**src/rtl/core/qbez_pkg.sv**
```systemverilog
`timescale 1ns / 1ps

package qbez_pkg;

    localparam int T_FRAC_BITS = 16;
    localparam int COORD_BITS  = 16;
    localparam int T_W         = T_FRAC_BITS + 1;
    localparam int MUL_W       = T_W + 1;
    localparam int PROD_W      = 2 * MUL_W;
    localparam int PT_W        = 48;
    localparam int TOL_W       = 15;
    localparam int TGT_W       = 16;
    localparam int SHR_W       = PROD_W - T_FRAC_BITS;

    localparam logic [T_W-1:0]    T_ONE  = T_W'(1) << T_FRAC_BITS;
    localparam logic [PROD_W-1:0] P_HALF = PROD_W'(1) << (T_FRAC_BITS - 1);

    typedef enum logic [1:0] {
        REG_POINT_ZERO = 2'd0,
        REG_POINT_ONE  = 2'd1,
        REG_POINT_TWO  = 2'd2,
        REG_TOLERANCE  = 2'd3
    } t_reg_idx;

    typedef enum logic [3:0] {
        OP_NONE   = 4'd0,
        OP_LOAD   = 4'd1,
        OP_MID    = 4'd2,
        OP_MUL_UU = 4'd3,
        OP_W0     = 4'd4,
        OP_W2     = 4'd5,
        OP_M0     = 4'd6,
        OP_M1     = 4'd7,
        OP_M2     = 4'd8,
        OP_ACC    = 4'd9,
        OP_CHK    = 4'd10,
        OP_EMIT   = 4'd11
    } t_op;

    typedef struct packed {
        t_op        op;
        logic [1:0] axis;
    } t_dp_cmd;

    typedef struct packed {
        logic hit;
    } t_dp_sts;

endpackage

```
**src/rtl/core/qbez_ctrl.sv**
```systemverilog
`timescale 1ns / 1ps

module qbez_ctrl #(
    parameter int MAX_ITER = 17
) (
    input  logic              i_clk,
    input  logic              i_rst_n,
    input  logic              i_start,
    input  logic              i_command,
    input  qbez_pkg::t_dp_sts i_sts,
    output logic              o_busy,
    output qbez_pkg::t_dp_cmd o_cmd
);
    import qbez_pkg::*;

    localparam int ITER_W = $clog2(MAX_ITER);

    typedef enum logic [10:0] {
        S_IDLE   = 11'b000_0000_0001,
        S_MID    = 11'b000_0000_0010,
        S_MUL_UU = 11'b000_0000_0100,
        S_W0     = 11'b000_0000_1000,
        S_W2     = 11'b000_0001_0000,
        S_M0     = 11'b000_0010_0000,
        S_M1     = 11'b000_0100_0000,
        S_M2     = 11'b000_1000_0000,
        S_ACC    = 11'b001_0000_0000,
        S_CHK    = 11'b010_0000_0000,
        S_EMIT   = 11'b100_0000_0000
    } t_state;

    typedef enum logic [1:0] {
        MODE_EVAL  = 2'd0,
        MODE_ITER  = 2'd1,
        MODE_FINAL = 2'd2
    } t_mode;

    t_state            r_state, n_state;
    t_mode             r_mode, n_mode;
    logic [1:0]        r_axis, n_axis;
    logic [ITER_W-1:0] r_iter, n_iter;

    always_ff @(posedge i_clk) begin
        if (!i_rst_n) begin
            r_state <= S_IDLE;
            r_mode  <= MODE_EVAL;
            r_axis  <= 2'd0;
            r_iter  <= '0;
        end else begin
            r_state <= n_state;
            r_mode  <= n_mode;
            r_axis  <= n_axis;
            r_iter  <= n_iter;
        end
    end

    always_comb begin
        n_state = r_state;
        n_mode  = r_mode;
        n_axis  = r_axis;
        n_iter  = r_iter;
        o_cmd.op   = OP_NONE;
        o_cmd.axis = r_axis;
        unique case (r_state)
            S_IDLE: begin
                if (i_start) begin
                    o_cmd.op = OP_LOAD;
                    n_iter   = '0;
                    if (i_command) begin
                        n_mode  = MODE_ITER;
                        n_state = S_MID;
                    end else begin
                        n_mode  = MODE_EVAL;
                        n_state = S_MUL_UU;
                    end
                end
            end
            S_MID: begin
                o_cmd.op = OP_MID;
                n_state  = S_MUL_UU;
            end
            S_MUL_UU: begin
                o_cmd.op = OP_MUL_UU;
                n_state  = S_W0;
            end
            S_W0: begin
                o_cmd.op = OP_W0;
                n_state  = S_W2;
            end
            S_W2: begin
                o_cmd.op = OP_W2;
                n_axis   = (r_mode == MODE_ITER) ? 2'd2 : 2'd0;
                n_state  = S_M0;
            end
            S_M0: begin
                o_cmd.op = OP_M0;
                n_state  = S_M1;
            end
            S_M1: begin
                o_cmd.op = OP_M1;
                n_state  = S_M2;
            end
            S_M2: begin
                o_cmd.op = OP_M2;
                n_state  = S_ACC;
            end
            S_ACC: begin
                o_cmd.op = OP_ACC;
                if (r_mode == MODE_ITER) begin
                    n_state = S_CHK;
                end else if (r_axis == 2'd2 || (r_mode == MODE_FINAL && r_axis == 2'd1)) begin
                    n_state = S_EMIT;
                end else begin
                    n_axis  = r_axis + 2'd1;
                    n_state = S_M0;
                end
            end
            S_CHK: begin
                o_cmd.op = OP_CHK;
                if (i_sts.hit || r_iter == ITER_W'(MAX_ITER - 1)) begin
                    n_mode  = MODE_FINAL;
                    n_axis  = 2'd0;
                    n_state = S_M0;
                end else begin
                    n_iter  = r_iter + ITER_W'(1);
                    n_state = S_MID;
                end
            end
            S_EMIT: begin
                o_cmd.op = OP_EMIT;
                n_state  = S_IDLE;
            end
            default: begin
                n_state = S_IDLE;
            end
        endcase
    end

    assign o_busy = (r_state != S_IDLE);

endmodule

```
**config.mk**
```make
export PLATFORM = sky130hd
export DESIGN_NAME = qbez_ctrl
export DESIGN_NICKNAME = d
export VERILOG_FILES = /design/src/rtl/core/qbez_pkg.sv /design/src/rtl/core/qbez_ctrl.sv
export SDC_FILE = /design/constraint.sdc
export NUM_CORES = 1
export LEC_CHECK = 0
export BUFFER_PORTS_ARGS = -buffer_cell sky130_fd_sc_hd__buf_2
export CAP_MARGIN = 0
export CORE_MARGIN = 2
export CORE_UTILIZATION = 58
export DETAILED_ROUTE_END_ITERATION = 12
export PLACE_DENSITY = 0.88
export SKIP_LAST_GASP = 1
export SLEW_MARGIN = 20
export SYNTH_ARGS = -nofsm -noshare
export SYNTH_HDL_FRONTEND = slang
export SYNTH_SLANG_ARGS = --single-unit
export TNS_END_PERCENT = 30
```
**constraint.sdc**
```tcl
create_clock -name i_clk -period 2.4 [get_ports i_clk]
set_input_delay 0.36 -clock i_clk [delete_from_list [all_inputs] [get_ports i_clk]]
set_output_delay 0.36 -clock i_clk [all_outputs]
set_load 0.02 [all_outputs]
```
==> results of run 1 <==
==> sequential cells by signal, indices dropped and copies added (netlist names) <==
register,flops
r_mode,2
r_axis,2
r_iter,5
r_state,11
==> per-stage QoR <==
| step | hold slack [ps] | total power [mW] |
|---|---|---|
| 6_report | 343 | 0.843 |
| 5_1_grt | 365 | 0.878 |
| 4_1_cts | 341 | 0.827 |
| 3_5_place_dp | 499 | 0.539 |
| 3_3_place_gp | 493 | 0.533 |
| 2_1_floorplan | 461 | 0.482 |
==> kinds of logic (layout without fill, tap and decap cells) <==
kind of cell    count (synthesis)  count (layout)
mux                             1               1
buf+inv                        20              35
simple gates                   82              82
compound gates                 35              35
xor+xnor                       10              10
flops                          20              20
fa+ha+maj                       4               4
==> path summary, 6_finish.rpt <==
check	startpoint	to	slack (ps)
max	r_state[0]	o_cmd[2]	-40
min	i_command	r_state[1]	340
max reg2reg	r_state[5]	r_iter[1]	120
min reg2reg	r_state[3]	r_state[2]	510
==> power by group through the flow <==
stage / Combinational [mW] / Clock [mW] / Sequential, mW
after floorplan: 0.132 / 0 / 0.350
after global placement: 0.174 / 0 / 0.359
after detailed placement: 0.179 / 0 / 0.361
after CTS: 0.190 / 0.283 / 0.355
after global routing: 0.225 / 0.300 / 0.354
final: 0.208 / 0.282 / 0.353
==> synthesized netlist by cell type (2+ instances only) <==
| library cell | instances |
|---|---|
| nand2_1 | 12 |
| nand2b_1 | 2 |
| xor2_1 | 4 |
| a21o_1 | 2 |
| or3_1 | 4 |
| inv_1 | 7 |
| nor2_1 | 16 |
| or3b_2 | 2 |
| dfxtp_1 | 20 |
| nor4_1 | 5 |
| or2_2 | 2 |
| nor4bb_1 | 2 |
| a21oi_1 | 7 |
| o21a_1 | 2 |
| o21ai_0 | 9 |
| or4_4 | 2 |
| nor3_1 | 12 |
| nor2b_1 | 5 |
| o21ai_1 | 2 |
| or4_1 | 2 |
| clkbuf_1 | 12 |
| a2111oi_1 | 2 |
| ha_1 | 4 |
| xnor2_1 | 6 |
| nand4_1 | 4 |
| nand3_1 | 6 |
==> layout make-up <==
| cell class | instances | area (um^2) | area share |
|---|---|---|---|
| Clock buffer | 3 | 22.5 | 0.0143 |
| Clock inverter | 1 | 30.0 | 0.0190 |
| Timing Repair Buffer | 24 | 164 | 0.104 |
| Tap cell | 28 | 35.0 | 0.0222 |
| Multi-Input combinational cell | 132 | 886 | 0.561 |
| Sequential cell | 20 | 415 | 0.263 |
| Inverter | 7 | 26.3 | 0.0166 |
==> metal layers <==
layer	global-route usage	share of wire
met1	0.312	0.42
met2	0.456	0.50
met5	0	0
met4	0.136	0.028
met3	0.0287	0.056
==> repair_timing <==
action                     4_1_cts  5_1_grt
buffers inserted                 0        2
resized for setup               10       12
pin swaps                        0        2
setup endpoints to repair        5        5
==> placed cells by master (no fill, tap or decap), types with 6 or more instances in the layout <==
master,n
nor2_1,15
dfxtp_1,14
buf_4,13
nor3_1,12
nand2_1,11
o21ai_0,9
buf_2,8
inv_1,7
a21oi_1,7
xnor2_1,6
nand3_1,6
==> worst register-to-register path, cell delays in order, from the launching register on <==
cell      delay, ps
dfxtp_4         380
or4_4           520
or4_4           560
a211oi_1        310
mux2_2          370
nor2b_1          90
==> impl_metrics.ini, run 1 <==
[critical_path]
crit_fanout = 6
worst-setup-path-type = reg -> out
critPathCaptureType = output port
path_cells = or4_4 > nor2_4 > nand2_1 > or3_1 > nand4_1 > buf_4
worst_setup_path_start_kind = flop
path_buf_inv = 1
cp.required_ps = 2040
rr_worst_depth = 5
path_depth = 6
worst_path_largest_cell_delay_ps = 550
crit_family = simple AND/OR/NAND/NOR gates
slowest_stage = or4_4
cp.arrival_ps = 2080

[detailed_routing]
post_drt_wl_per_cell_um = 16.0
vias = 1375
drt-initial-drc-count = 35
via_per_inst = 6.40
firstDrtPassIters = 4
antenna_left = 0
routed_wirelength_um = 3440
drc = 0

[logic_synthesis]
synth_top_area_frac = 0.300
synth_edf_count = 0
synth_compound_area_frac = 0.177
synth.largest_area_cell = dfxtp_1
synthMuxAreaShare = 0.00845
ys_types = 45
dominantRegCellSynth = dfxtp_1
yosys.area_share.simple = 0.349
synth_area_um2 = 1330
syn_inst = 172
syn_avg_cell_area_um2 = 7.75
yosysSeqAreaShare = 0.300
synth_area_leaders = dfxtp_1 30%, nor3_1 4.5%, nor2_1 4.5%
ys_ff_latch = 20
synth_top_family_by_area = simple AND/OR/NAND/NOR gates
synthAdderAreaFrac = 0.0376
syn-num-nets = 181
ys_warn_count = 0
synthXorXnorAreaFrac = 0.0657
synthArstFlopShare = 0

[global_route]
grt.total_usage = 0.262
grt_antenna_before_repair = 0
grt_pass1_wl_um = 5270
grt_max_degree = 13
grt-ovfl-total = 0
grt_pass1_vias = 1256

[power]
ir_drop_mv = 0.393
seq_power_share = 0.419
clkPwrFrac = 0.334
combinationalPowerShare = 0.247
power.switching_uw = 247
power.share.switching = 0.292
p_leak_nw = 0.631
p_per_area_nw_per_um2 = 534
p_int_uw = 597

[floorplan]
die_w_um = 51.9
dieArea_um2 = 2700
ios = 12
initial_core_util = 0.608
die_height_um = 51.9
core_um2 = 2190
fp-row-count = 17

[cts]
clock_latency_ps = 300
ctsHoldBuffers = 0
cts_buffer_depth = 2
cts.sinks = 20
cts_tree = done
cts_inserted_buffers = 3
clockRootBuffer = clkbuf_4
path_clk_slew_ps = 120
cts_max_level = 1

[layout]
fin_area_um2 = 1580
fillCellCount = 165
drive_above_1_share = 0.267
fin_util = 0.721
num-nets-final = 197
insertedDiodeCount = 0
area_growth_syn_to_layout_pct = 18.5
stdcell_count = 215

[sta]
finalClockSkew_ps = 1.00
fmax_ghz = 0.410
drv_slew = 0
setup-tns-final_ps = -44.2
slew_headroom = 0.653
hold_viol_final = 0
period_share = 1.02
worst-slew-pin-transition_ps = 516
setup_viol = 2
rsz0062_at_grt = true
fin_crit_ps = 2440
layout_setup_ws_ps = -41.2

[hold_path]
whs_path_depth = 3
hp-class = in -> reg

[placement]
place_hpwl_um = 2340
io_buffers = 11
dp_cells = 209
place_ws_ps = 120
placed_cell_area_um2 = 1450
gp_congestion = 0.958

[outcome]
run_status = finished, violations left
failed_checks = setup timing

[flow_run]
maxCapViolCount = 0
Note: power is estimated with default switching activity, not from simulation.
==> run 2, diff against run 1 <==
--- a/config.mk
+++ b/config.mk
@@ -11,6 +11,7 @@
 export CORE_UTILIZATION = 58
 export DETAILED_ROUTE_END_ITERATION = 12
 export PLACE_DENSITY = 0.88
+export RECOVER_POWER = 100
 export SKIP_LAST_GASP = 1
 export SLEW_MARGIN = 20
 export SYNTH_ARGS = -nofsm -noshare
==> run 2 against run 1 <==
Compared with the run above:
- the run still ends with setup timing left
- via count down 1.7%
- core utilization down 0.29 points
- routed wire length down 0.29%
- combinational power about the same
- setup slack better by 9.6 ps
- first-iteration DRC count unchanged
- sequential share of layout area down 0.13 points
- hold slack about the same
- total power up 0.16%
- critical path type unchanged
==> impl_metrics.ini, run 2 (synthesis gave the netlist of run 1 again) <==
[outcome]
run_status = finished, violations left
failed_checks = setup timing

[power]
p_leak_nw = 0.621
power_uw = 845
p_per_area_nw_per_um2 = 537
ir_drop_mv = 0.393

[hold_path]
hp-class = in -> reg

[layout]
seq_area_um2 = 412
multi_input_area_um2 = 886
stdcell_count = 215
num-nets-final = 197
insertedDiodeCount = 0
largest_reg_flops = 11
fin_area_um2 = 1570
fillCellCount = 167
reg_top3 = r_state: 11 flops, r_iter: 5 flops
fin_util = 0.718
mostFrequentLayoutCells = 15 x nor2_1, 15 x dfxtp_1, 13 x buf_4
top_register = r_state
area_growth_syn_to_layout_pct = 18.0
drive_above_1_share = 0.251

[detailed_routing]
routed_wirelength_um = 3430
firstDrtPassIters = 4
drt-initial-drc-count = 35
vias = 1352
drc = 0
via_per_inst = 6.29
post_drt_wl_per_cell_um = 16.0
antenna_left = 0

[cts]
clock_latency_ps = 300
cts_max_level = 1
clockRootBuffer = clkbuf_4
cts_buffer_depth = 2
ctsHoldBuffers = 0
path_clk_slew_ps = 120
cts.sinks = 20
cts_tree = done
cts_inserted_buffers = 3

[placement]
place_ws_ps = 120
gp_congestion = 0.958
io_buffers = 11
dp_cells = 209
placed_cell_area_um2 = 1450
place_hpwl_um = 2340

[global_route]
grt.total_usage = 0.262
grt_antenna_before_repair = 0
grt_pass1_wl_um = 5270
grt_max_degree = 13
grt-ovfl-total = 0
grt_pass1_vias = 1256

[sta]
fin_crit_ps = 2430
worst-slew-pin-transition_ps = 519
setup-tns-final_ps = -34.3
setup_viol = 2
finalClockSkew_ps = 1.24
drv_slew = 0
slew_headroom = 0.651
period_share = 1.01
fmax_ghz = 0.411
hold_viol_final = 0
whs_ps = 343
rsz0062_at_grt = true
layout_setup_ws_ps = -31.6

[critical_path]
cp.required_ps = 2040
crit_fanout = 6
worst_setup_path_start_kind = flop
critPathCaptureType = output port
cp.arrival_ps = 2070
worst-setup-path-type = reg -> out
path_cells = or4_4 > nor2_4 > nand2_1 > or3_1 > nand4_1 > buf_4
slowest_stage = or4_4
worst_path_largest_cell_delay_ps = 550

[floorplan]
initial_core_util = 0.608
fp-row-count = 17
core_um2 = 2190
die_w_um = 51.9
ios = 12
dieArea_um2 = 2700
die_height_um = 51.9

[flow_run]
maxCapViolCount = 0
==> run 2: changes by cell type in the layout (fill, tap and decap cells not counted), sizes merged <==
| cell | delta |
|---|---|
| clkbuf | +2 |
| buf | -2 |
==> run 2: worst paths after layout <==
| path | slack (ps) | end | cells past startpoint | startpoint |
|---|---|---|---|---|
| setup / recovery | -30 | o_cmd[2] | 6 | r_state[0] |
| hold / removal | 340 | r_state[1] | 3 | i_command |
| setup reg to reg | 110 | r_iter[1] | 5 | r_state[5] |
| hold reg to reg | 510 | r_state[2] | 1 | r_state[3] |
==> run 2: timing repair <==
item                       CTS  global route
resized for setup           10            12
setup buffers                0             2
pin swaps                    0             2
setup endpoints to repair    5             5
hold endpoints to repair     0             0
==> run 2: worst max-delay path: cells and delay by family (launching register included) <==
family	cells	cell delay [ps]
flip-flops	1	390
buffers and inverters	1	150
AND/OR/NAND/NOR	5	1220
==> run 2: cell type report <==
class,instances,share of cell area
clock buffers,3,0.0143
clock inverters,1,0.0191
inverters,7,0.0167
multi-input cells,132,0.563
flip-flops and latches,20,0.262
well taps,28,0.0223
repair buffers,24,0.103
==> run 2: power by group <==
part / total, mW / internal [mW] / switching (mW) / leakage, nW
registers: 0.354 / 0.341 / 0.0133 / 0.164
logic: 0.208 / 0.0880 / 0.120 / 0.429
clock network: 0.282 / 0.169 / 0.113 / 0.0279
total: 0.845 / 0.598 / 0.247 / 0.621
==> run 2: per-layer routing <==
| layer | track usage | part of all wire |
|---|---|---|
| met1 | 0.312 | 0.43 |
| met2 | 0.456 | 0.50 |
| met3 | 0.0287 | 0.043 |
| met4 | 0.136 | 0.026 |
| met5 | 0 | 0 |
